===== src/rtl/core/pngcp_pkg.sv =====
// Shared types and constants for the PNG chunk stream parser.
package pngcp_pkg;

	// Chunk type codes, first byte in the most significant position
	localparam logic [31:0] TYPE_IHDR = 32'h4948_4452;
	localparam logic [31:0] TYPE_IEND = 32'h4945_4E44;

	// Field sizes in bytes
	localparam logic [31:0] SIG_BYTES  = 32'd8;
	localparam logic [31:0] WORD_BYTES = 32'd4;
	localparam logic [31:0] HDR_BYTES  = 32'd13;
	localparam logic [31:0] WIDTH_END  = 32'd4;
	localparam logic [31:0] HEIGHT_END = 32'd8;

	// One finished-chunk report
	typedef struct packed {
		logic [31:0] chunk_type;
		logic [30:0] chunk_length;
		logic [31:0] chunk_crc;
		logic [30:0] image_width;
		logic [30:0] image_height;
		logic [7:0]  bit_depth;
		logic [7:0]  color_type;
		logic [7:0]  compression_method;
		logic [7:0]  filter_method;
		logic [7:0]  interlace_method;
		logic [31:0] other_chunk_count;
		logic        end_of_image;
	} result_t;

endpackage


===== src/rtl/core/pngcp_skid.sv =====
// Output register with a skid stage for chunk reports.
module pngcp_skid (
	input  logic              clk,
	input  logic              arst_n,
	input  logic              in_valid,
	input  pngcp_pkg::result_t in_data,
	output logic              in_ready,
	output logic              out_valid,
	output pngcp_pkg::result_t out_data,
	input  logic              out_ready
);
	import pngcp_pkg::*;

	logic    out_valid_q;
	logic    skid_valid_q;
	result_t out_data_q;
	result_t skid_data_q;
	logic    pop;

	assign pop       = out_valid_q && out_ready;
	assign in_ready  = !skid_valid_q;
	assign out_valid = out_valid_q;
	assign out_data  = out_data_q;

	// Track occupancy of the output and skid slots
	always_ff @(posedge clk or negedge arst_n) begin
		if (!arst_n) begin
			out_valid_q  <= 1'b0;
			skid_valid_q <= 1'b0;
		end else if (skid_valid_q) begin
			if (pop) begin
				skid_valid_q <= 1'b0;
			end
		end else if (in_valid) begin
			if (out_valid_q && !pop) begin
				skid_valid_q <= 1'b1;
			end else begin
				out_valid_q <= 1'b1;
			end
		end else if (pop) begin
			out_valid_q <= 1'b0;
		end
	end

	// Move payload: refill from skid first, else take the new request
	always_ff @(posedge clk) begin
		if (skid_valid_q) begin
			if (pop) begin
				out_data_q <= skid_data_q;
			end
		end else if (in_valid) begin
			if (out_valid_q && !pop) begin
				skid_data_q <= in_data;
			end else begin
				out_data_q <= in_data;
			end
		end
	end

endmodule


===== src/rtl/core/png_chunk_stream_parser.sv =====
// Top level of the PNG chunk stream parser: byte parser and report output.
//
// Feed a PNG file one byte per request on the s_ side, with s_tuser set on the
// first byte of each file. The eight signature bytes are skipped unchecked,
// then each chunk's length, type, data and CRC are walked; IHDR fields are
// captured, other data is skipped by length, and a report goes out on the m_
// side after the last CRC byte of every chunk (or after the last type byte of
// IEND, marked by m_tlast). After IEND, bytes are dropped until the next
// s_tuser. One byte is taken every cycle that s_tready is high; it falls only
// when both the output register and its skid stage hold reports that the
// downstream side has not taken, and rises again the cycle after one leaves.
module png_chunk_stream_parser (
	input  logic         clk,
	input  logic         arst_n,
	input  logic         s_tvalid,
	output logic         s_tready,
	input  logic [7:0]   s_tdata,   // [7:0] data_byte
	input  logic         s_tuser,   // [0] frame_start
	output logic         m_tvalid,
	input  logic         m_tready,
	// [31:0] chunk_type, [62:32] chunk_length, [94:63] chunk_crc,
	// [125:95] image_width, [156:126] image_height, [164:157] bit_depth,
	// [172:165] color_type, [180:173] compression_method,
	// [188:181] filter_method, [196:189] interlace_method,
	// [228:197] other_chunk_count, [231:229] zero
	output logic [231:0] m_tdata,
	output logic         m_tlast    // end_of_image
);
	import pngcp_pkg::*;

	typedef enum logic [2:0] {
		PH_SIG, PH_LEN, PH_TYPE, PH_HDR, PH_SKIP, PH_CRC, PH_DONE
	} phase_t;

	phase_t      phase_q, phase_c, phase_d;
	logic [31:0] cnt_q, cnt_c, cnt_d, cnt_inc;
	logic [31:0] len_q, len_c, len_d;
	logic [31:0] typ_q, typ_c, typ_d;
	logic [31:0] crc_q, crc_c, crc_d;
	logic [30:0] wid_q, wid_c, wid_d;
	logic [30:0] hgt_q, hgt_c, hgt_d;
	logic [39:0] hdr_q, hdr_c, hdr_d;
	logic [31:0] other_q, other_c, other_d;
	logic        emit_d, eoi_d;
	logic        accept, push;
	result_t     res_d, res_out;
	logic [7:0]  b;

	assign b      = s_tdata;
	assign accept = s_tvalid && s_tready;
	assign push   = accept && emit_d;

	// Step the parser on one byte
	always_comb begin
		// frame start restarts from the reset state
		phase_c = s_tuser ? PH_SIG : phase_q;
		cnt_c   = s_tuser ? '0 : cnt_q;
		len_c   = s_tuser ? '0 : len_q;
		typ_c   = s_tuser ? '0 : typ_q;
		crc_c   = s_tuser ? '0 : crc_q;
		wid_c   = s_tuser ? '0 : wid_q;
		hgt_c   = s_tuser ? '0 : hgt_q;
		hdr_c   = s_tuser ? '0 : hdr_q;
		other_c = s_tuser ? '0 : other_q;

		cnt_inc = cnt_c + 32'd1;
		phase_d = phase_c;
		cnt_d   = cnt_c;
		len_d   = len_c;
		typ_d   = typ_c;
		crc_d   = crc_c;
		wid_d   = wid_c;
		hgt_d   = hgt_c;
		hdr_d   = hdr_c;
		other_d = other_c;
		emit_d  = 1'b0;
		eoi_d   = 1'b0;

		unique case (phase_c)
			PH_SIG: begin
				cnt_d = cnt_inc;
				if (cnt_inc >= SIG_BYTES) begin
					phase_d = PH_LEN;
					cnt_d   = '0;
				end
			end
			PH_LEN: begin
				len_d = {len_c[23:0], b};
				cnt_d = cnt_inc;
				if (cnt_inc >= WORD_BYTES) begin
					phase_d = PH_TYPE;
					cnt_d   = '0;
				end
			end
			PH_TYPE: begin
				typ_d = {typ_c[23:0], b};
				cnt_d = cnt_inc;
				if (cnt_inc >= WORD_BYTES) begin
					cnt_d = '0;
					if (typ_d == TYPE_IEND) begin
						phase_d = PH_DONE;
						emit_d  = 1'b1;
						eoi_d   = 1'b1;
					end else if (typ_d == TYPE_IHDR) begin
						phase_d = PH_HDR;
					end else begin
						other_d = other_c + 32'd1;
						phase_d = (len_c == '0) ? PH_CRC : PH_SKIP;
					end
				end
			end
			PH_HDR: begin
				if (cnt_c < WIDTH_END) begin
					wid_d = {wid_c[22:0], b};
				end else if (cnt_c < HEIGHT_END) begin
					hgt_d = {hgt_c[22:0], b};
				end else if (cnt_c < HDR_BYTES) begin
					hdr_d = {hdr_c[31:0], b};
				end
				cnt_d = cnt_inc;
				if (cnt_inc >= HDR_BYTES && cnt_inc >= len_c) begin
					phase_d = PH_CRC;
					cnt_d   = '0;
				end
			end
			PH_SKIP: begin
				cnt_d = cnt_inc;
				if (cnt_inc >= len_c) begin
					phase_d = PH_CRC;
					cnt_d   = '0;
				end
			end
			PH_CRC: begin
				crc_d = {crc_c[23:0], b};
				cnt_d = cnt_inc;
				if (cnt_inc >= WORD_BYTES) begin
					cnt_d   = '0;
					phase_d = PH_LEN;
					emit_d  = 1'b1;
				end
			end
			default: begin
				// finished: drop the byte
			end
		endcase

		res_d.chunk_type         = typ_d;
		res_d.chunk_length       = len_d[30:0];
		res_d.chunk_crc          = eoi_d ? '0 : crc_d;
		res_d.image_width        = wid_d;
		res_d.image_height       = hgt_d;
		res_d.bit_depth          = hdr_d[39:32];
		res_d.color_type         = hdr_d[31:24];
		res_d.compression_method = hdr_d[23:16];
		res_d.filter_method      = hdr_d[15:8];
		res_d.interlace_method   = hdr_d[7:0];
		res_d.other_chunk_count  = other_d;
		res_d.end_of_image       = eoi_d;
	end

	// Hold parser state; advance on each accepted byte
	always_ff @(posedge clk or negedge arst_n) begin
		if (!arst_n) begin
			phase_q <= PH_SIG;
			cnt_q   <= '0;
			len_q   <= '0;
			typ_q   <= '0;
			crc_q   <= '0;
			wid_q   <= '0;
			hgt_q   <= '0;
			hdr_q   <= '0;
			other_q <= '0;
		end else if (accept) begin
			phase_q <= phase_d;
			cnt_q   <= cnt_d;
			len_q   <= len_d;
			typ_q   <= typ_d;
			crc_q   <= crc_d;
			wid_q   <= wid_d;
			hgt_q   <= hgt_d;
			hdr_q   <= hdr_d;
			other_q <= other_d;
		end
	end

	pngcp_skid u_skid (
		.clk       (clk),
		.arst_n    (arst_n),
		.in_valid  (push),
		.in_data   (res_d),
		.in_ready  (s_tready),
		.out_valid (m_tvalid),
		.out_data  (res_out),
		.out_ready (m_tready)
	);

	// Pack the report onto the master side
	assign m_tdata = {3'b000, res_out.other_chunk_count, res_out.interlace_method,
		res_out.filter_method, res_out.compression_method, res_out.color_type,
		res_out.bit_depth, res_out.image_height, res_out.image_width,
		res_out.chunk_crc, res_out.chunk_length, res_out.chunk_type};
	assign m_tlast = res_out.end_of_image;

`ifndef ASSERT_OFF
	a_eoi_finishes: assert property (@(posedge clk) disable iff (!arst_n)
		push && eoi_d |=> phase_q == PH_DONE)
		else $error("IEND report did not leave the parser finished");

	a_done_silent: assert property (@(posedge clk) disable iff (!arst_n)
		accept && !s_tuser && phase_q == PH_DONE |-> !push)
		else $error("report raised after IEND without frame start");

	a_sig_count: assert property (@(posedge clk) disable iff (!arst_n)
		phase_q == PH_SIG |-> cnt_q < SIG_BYTES)
		else $error("signature byte count out of range");

	a_word_count: assert property (@(posedge clk) disable iff (!arst_n)
		phase_q == PH_LEN || phase_q == PH_TYPE || phase_q == PH_CRC
		|-> cnt_q < WORD_BYTES)
		else $error("word byte count out of range");
`endif

endmodule


===== config.mk =====
export PLATFORM = sky130hd
export DESIGN_NAME = png_chunk_stream_parser
export DESIGN_NICKNAME = d
export VERILOG_FILES = /design/src/rtl/core/pngcp_pkg.sv /design/src/rtl/core/pngcp_skid.sv /design/src/rtl/core/png_chunk_stream_parser.sv
export SDC_FILE = /design/constraint.sdc
export NUM_CORES = 1
export LEC_CHECK = 0
export BUFFER_PORTS_ARGS = -buffer_cell sky130_fd_sc_hd__clkbuf_2
export CAP_MARGIN = 20
export CORE_MARGIN = 5
export CORE_UTILIZATION = 60
export CTS_CLUSTER_SIZE = 40
export DETAILED_ROUTE_END_ITERATION = 16
export PLACE_DENSITY = 0.89
export SLEW_MARGIN = 30
export SYNTH_ARGS = -nofsm -noshare
export SYNTH_HDL_FRONTEND = slang
export SYNTH_SLANG_ARGS = --single-unit

===== constraint.sdc =====
create_clock -name clk -period 60.5 [get_ports clk]
set_input_delay 15.125 -clock clk [delete_from_list [all_inputs] [get_ports clk]]
set_output_delay 15.125 -clock clk [all_outputs]
set_load 0.005 [all_outputs]

==> results.json, run 1 <==
{
  "status": "finished, final reports clean",
  "synth_top_cell_by_area": "edfxtp_1",
  "start_util_pct": 60.8,
  "yosysWarnings": 0,
  "yosysUniqueCellTypes": 76,
  "rsz0062_at_grt": "false",
  "cts_sinks": 727,
  "first_pass_iters": 6,
  "nets": 3224,
  "drc": 0,
  "crit_type": "in -> reg",
  "endpoint_kind": "flop",
  "grt_pass1_wl_um": 132000,
  "wl_per_cell_um": 21.2,
  "fin_cells": 3987,
  "worst_hold_slack_ps": 477,
  "core_sq_mm": 0.0554,
  "final_util_pct": 68.3,
  "cp.arrival_ps": 20450,
  "max-slew-margin-rel_pct": 28.3,
  "cts_resized": 0,
  "fin_crit_sh_pct": 33.5,
  "cp-start-kind": "input pin",
  "power.total_uw": 1160,
  "syn_area_sq_mm": 0.0337,
  "crit_slowest_cell": "o41ai_2",
  "numCtsBuffers": 73,
  "ioPinCount": 248,
  "area_growth_pct": 12.3,
  "crit_fanout": 163,
  "drive_above_1_share_pct": 18.7,
  "worst_slew_pin_slew_ps": 1080,
  "maxSlewViolCount": 0,
  "cts.path.max_buffers": 3,
  "via_per_inst": 6.19,
  "antenna_found_initial": 2,
  "dp_hpwl_um": 53200,
  "drv_cap": 0,
  "p_leak_uw": 0.0160,
  "grt_pass1_vias": 23300,
  "place_inst": 3849,
  "grt_max_degree": 164,
  "wirelength_um": 84600,
  "die_h_um": 247,
  "gp_congestion": 0.912,
  "ys.flop_type": "edfxtp_1",
  "max_freq_mhz": 49.4,
  "clock_skew_ps": 41.0,
  "dieArea_sq_mm": 0.0610,
  "postRouteAntennaNets": 0,
  "hold_viol_final": 0,
  "setup_viol_count_final": 0,
  "final.fill_count": 3826,
  "max-vdd-ir-drop_mv": 0.0239,
  "yosys-top-cells-area": "edfxtp_1 (41%), dfrtp_1 (20%), nand2_1 (6.7%)",
  "critical_path_required_ps": 60710,
  "hold_path_class": "reg -> reg",
  "synth_top_cell_area_share_pct": 41.0,
  "fp-row-count": 86,
  "min_period_ps": 20240,
  "path_common_cell": "nand2_1",
  "via_count": 24700,
  "die_w_um": 247,
  "critPathMaxStageDelay_ps": 660,
  "postCtsHoldBufs": 0,
  "grt-ovfl-total": 0,
  "cts-root-buf": "clkbuf_16",
  "synth.avg_cell_area_sq_um": 11.1,
  "yosysSeqAreaShare_pct": 60.8,
  "clock_latency_ps": 640,
  "postCtsSetupBuffers": 0,
  "cts_tree": "built",
  "drt_iter0_markers": 2799,
  "async_reset_ff_share_pct": 36.7,
  "syn_inst": 3032,
  "crit_chain": "buf_6 -> inv_4 -> nand2_1 -> inv_1 -> ha_1 -> and4_1 -> and4_1 -> nand2_1 -> o41ai_2 -> nor4_4 -> buf_4 -> nand2_1 -> nand3_1 -> a22oi_2 -> buf_12",
  "grt_usage_pct": 27.3,
  "clk_pin_slew_worst_paths_ps": 50,
  "tns_ps": 0,
  "power-per-cell-area_mw_per_mm2": 30.6,
  "synth-edff-count": 460,
  "synth-seq-cells": 727,
  "portBuffers": 244,
  "htreeDepth": 3
}
[path summary, 6_finish.rpt]
kind                                         to  cells past startpoint      start  slack, ps
max                        u_skid.out_data[195]                     15    s_tuser      40260
min                                   len_q[24]                      2  len_q[24]        480
max reg2reg                u_skid.out_data[195]                     12   cnt_q[0]      54920
min reg2reg                           len_q[24]                      2  len_q[24]        480
max in group asynchronous              typ_q[0]                      2     arst_n      44570
min in group asynchronous             cnt_q[18]                      1     arst_n      14540
[stage by stage]
| stage | cell area (sq um) | worst slack [ps] |
|---|---|---|
| after floorplan | 33700 | 24480 |
| after global placement | 35400 | 39800 |
| after detailed placement | 35400 | 39890 |
| after CTS | 37800 | 40500 |
| after global routing | 37800 | 40020 |
| final | 37900 | 40260 |
[flip-flops by register name, indices dropped and copies added (netlist names)]
signal / flops
cnt_q: 32
crc_q: 32
hdr_q: 40
hgt_q: 31
len_q: 32
other_q: 32
phase_q: 3
typ_q: 32
u_skid.out_data: 230
u_skid.out_valid: 1
u_skid.skid_data_q: 230
u_skid.skid_valid_q: 1
wid_q: 31
[report_power, final]
part / internal [uW] / switching (uW) / leakage (uW)
sequential: 550 / 20.7 / 0.00828
combinational: 45.5 / 93.4 / 0.00661
clock: 253 / 195 / 0.00115
total: 849 / 309 / 0.0160
[worst max-delay path: cells and delay by family]
family,cells,cell delay (ps)
buffers and inverters,5,1500
adder cells (fa/ha/maj),1,190
AND/OR/NAND/NOR,7,2210
AO/OA/AOI/OAI,2,990
[cells in the mapped netlist (all sizes together), types with 39 or more instances]
cell,number
nand2,601
edfxtp,460
dfrtp,267
o21ai,234
clkbuf,170
nor2,157
mux2,130
mux2i,110
nand3,90
inv,85
a21oi,64
or2,64
nor3,53
a22o,47
a31oi,42
buf,41
o31ai,39
[cell usage in the layout, fill, tap and decap left out, types with 30 or more instances in the layout]
cell type,Yosys,routed
a21oi_1,63,62
xnor2_1,32,32
a31oi_1,42,42
nand4_1,37,37
a22o_1,47,47
inv_1,84,83
nand2_1,601,600
dfrtp_1,267,266
mux2i_1,110,110
nor4_1,30,30
nand3_1,89,89
edfxtp_1,460,460
clkbuf_16,0,73
nor2_1,157,154
or2_2,62,62
clkbuf_2,0,242
ha_1,34,34
o21ai_0,233,232
o31ai_1,39,39
mux2_2,130,130
nor3_1,51,48
[layout make-up]
| cell class | instances | area, sq um | share of cell area [%] |
|---|---|---|---|
| well taps | 748 | 936 | 2.47 |
| diodes | 2 | 5.00 | 0.0132 |
| flip-flops and latches | 727 | 20500 | 54.2 |
| multi-input cells | 2011 | 12200 | 32.1 |
| inverters | 85 | 327 | 0.863 |
| clock buffers | 104 | 2020 | 5.35 |
| repair buffers | 279 | 1570 | 4.15 |
| clock inverters | 31 | 337 | 0.889 |
[per-layer routing]
metal / track usage, % / wire length, um / vias to the layer above
li1: - / - / 11200
met1: 38.1 / 34300 / 12000
met2: 42.6 / 39500 / 1269
met3: 5.40 / 7430 / 208
met4: 11.0 / 3300 / 2
met5: 0 / 13 / -
[logic make-up after synthesis]
logic type | count (synthesis) | synth area share (%)
muxes | 240 | 7.61
DFF | 727 | 60.8
AOI/OAI and AO/OA | 541 | 10.2
adders and majority gates | 34 | 1.26
other | 1 | 0.0111
and+or+nand+nor | 1152 | 15.6
buffers and inverters | 296 | 3.42
xor gates and xnor gates | 41 | 1.07
No activity file was read; power rests on OpenSTA's default activity.
==> run 2: changes to the inputs <==
ABC_AREA = 1   (was not set)
CORE_UTILIZATION = 55   (was 60)
PLACE_DENSITY = 0.87   (was 0.89)
clock period = 16.6 ns   (was 60.5 ns; I/O delays follow)
==> results.json, run 2 <==
{
  "status": "finished, final reports clean",
  "yosysUniqueCellTypes": 50,
  "hold_path_class": "reg -> reg",
  "cts_tree": "built",
  "final_util_pct": 62.1,
  "fp-row-count": 92,
  "start_util_pct": 55.3,
  "synth-seq-cells": 727,
  "dieArea_sq_mm": 0.0685,
  "gp_congestion": 0.946,
  "met3_length_um": 7220,
  "synth_top_cell_area_share_pct": 39.6,
  "ys.flop_type": "edfxtp_1",
  "portBuffers": 244,
  "nets": 4117,
  "die_w_um": 262,
  "layout_common_cells": "nand2_1 (1,391), edfxtp_1 (460), o21ai_0 (417), inv_1 (410), dfrtp_1 (266)",
  "cts_sinks": 727,
  "async_reset_ff_share_pct": 36.7,
  "area_growth_pct": 12.3,
  "highest_layer": "met5",
  "grt_max_degree": 174,
  "critical_path_required_ps": 16840,
  "yosysSeqAreaShare_pct": 58.8,
  "clock_latency_ps": 640,
  "cp-start-kind": "input pin",
  "cts_resized": 0,
  "clock_skew_ps": 34.6,
  "htreeDepth": 3,
  "crit_type": "in -> reg",
  "postCtsSetupBuffers": 0,
  "grt_pass1_wl_um": 144000,
  "core_sq_mm": 0.0630,
  "power-per-cell-area_mw_per_mm2": 101,
  "place_area_sq_mm": 0.0365,
  "yosysWarnings": 0,
  "via_count": 27700,
  "cts-root-buf": "clkbuf_16",
  "grt_usage_pct": 26.4,
  "yosys-top-cells-area": "edfxtp_1 (40%), dfrtp_1 (19%), nand2_1 (15%)",
  "synth.avg_cell_area_sq_um": 8.89,
  "grt-ovfl-total": 0,
  "endpoint_kind": "flop",
  "ioPinCount": 248,
  "final_common_cell": "nand2_1",
  "final.fill_count": 4952,
  "max-slew-margin-rel_pct": 24.3,
  "tns_ps": 0,
  "cp.arrival_ps": 9720,
  "synth_compound_area_share_pct": 8.23,
  "drc": 0,
  "max_freq_mhz": 106,
  "synth_mux_area_share_pct": 0,
  "setup_viol_count_final": 0,
  "wirelength_um": 91900,
  "numCtsBuffers": 75,
  "first_pass_iters": 6,
  "worst_slew_pin_slew_ps": 1140,
  "antenna_found_initial": 3,
  "max-vdd-ir-drop_mv": 0.0714,
  "grt_pass1_vias": 26200,
  "drt_iter0_markers": 3445,
  "via_per_inst": 5.56,
  "maxSlewViolCount": 0,
  "final_cell_area_sq_mm": 0.0391,
  "synth_top_cell_by_area": "edfxtp_1",
  "wl_per_cell_um": 18.5,
  "dp_hpwl_um": 59200,
  "syn_area_sq_mm": 0.0348,
  "synthSimpleGateAreaFrac_pct": 23.6,
  "dr_wl_met2_um": 43500,
  "syn_inst": 3922,
  "fin_crit_sh_pct": 57.1,
  "die_h_um": 262,
  "crit_fanout": 105,
  "hold_viol_final": 0,
  "p_leak_uw": 0.0176,
  "synth_adder_area_share_pct": 1.22,
  "synth-edff-count": 460,
  "cts.path.max_buffers": 3,
  "synth_top_family_by_area": "simple AND/OR/NAND/NOR gates",
  "yosys-top-cells-count": "nand2_1 (1,392), edfxtp_1 (460), o21ai_0 (417), inv_1 (413), dfrtp_1 (267)",
  "drv_cap": 0,
  "met1Wirelength_um": 37200,
  "postRouteAntennaNets": 0,
  "postCtsHoldBufs": 0,
  "drive_above_1_share_pct": 12.1,
  "yosysMostFrequentCell": "nand2_1",
  "rsz0062_at_grt": "false",
  "clk_pin_slew_worst_paths_ps": 60,
  "synthXorXnorAreaFrac_pct": 0.876,
  "min_period_ps": 9480
}
-- run 2: cell count changes after synthesis, moves of 95 or more --
cell	before	now
mux2_2	130	0
nand2_1	601	1392
o21ai_1	1	96
inv_1	84	413
mux2i_1	110	0
nand3_1	89	188
o21ai_0	233	417
-- run 2: final timing paths --
| check | slack, ps | cells past startpoint | from | end |
|---|---|---|---|---|
| max | 7120 | 14 | s_tuser | u_skid.skid_data_q[37] |
| min | 480 | 2 | typ_q[30] | typ_q[30] |
| max reg2reg | 11280 | 18 | cnt_q[0] | u_skid.skid_data_q[37] |
| min reg2reg | 480 | 2 | typ_q[30] | typ_q[30] |
| max in group asynchronous | 11530 | 3 | arst_n | len_q[13] |
| min in group asynchronous | 3580 | 1 | arst_n | other_q[12] |
-- run 2: worst max-delay path: stages --
cell	delay, ps
buf_4	280
inv_6	400
buf_4	740
nand3_1	200
nor3_2	320
inv_2	90
nor3_1	190
nand2_1	420
inv_2	410
nand3_4	410
a21oi_1	380
nand2_1	210
inv_8	610
buf_4	670
-- run 2: stage by stage --
stage / cells / setup slack (ps) / hold WS, ps / power (uW)
after CTS: 4976 / 6980 / 482 / 3960
after global routing: 4977 / 6710 / 501 / 4070
after floorplan: 3924 / 3600 / 449 / 2160
final: 4979 / 7120 / 480 / 3940
after global placement: 4838 / 6420 / 462 / 2230
after detailed placement: 4838 / 6350 / 465 / 2240
-- run 2: kinds of logic after synthesis --
group,after synthesis
adder cells (fa/ha/maj),34
flip-flops,727
other,1
buffers and inverters,628
AND/OR/NAND/NOR,1936
AO/OA/AOI/OAI,562
XOR/XNOR,34
-- run 2: where the power goes --
| part | switching (uW) | internal (uW) |
|---|---|---|
| sequential | 23.8 | 1950 |
| clock | 731 | 997 |
| combinational | 182 | 55.4 |
-- run 2: routing by layer --
metal | GRT usage [%] | up-vias
met5 | 0 | -
met4 | 10.9 | 4
met3 | 4.04 | 220
met2 | 42.4 | 1311
met1 | 36.4 | 13100
li1 | - | 13100
-- run 2: final cells by class --
type                       instances  area, sq um  area share (%)
inverter                         429         1630            4.17
antenna                            2         5.00          0.0128
clock inverter                    34          384           0.982
tap                              846         1060            2.71
sequential                       727        20500            52.4
timing repair buffer             268         1470            3.76
clock buffer                     104         2180            5.57
multi-input combinational       2569        11900            30.4
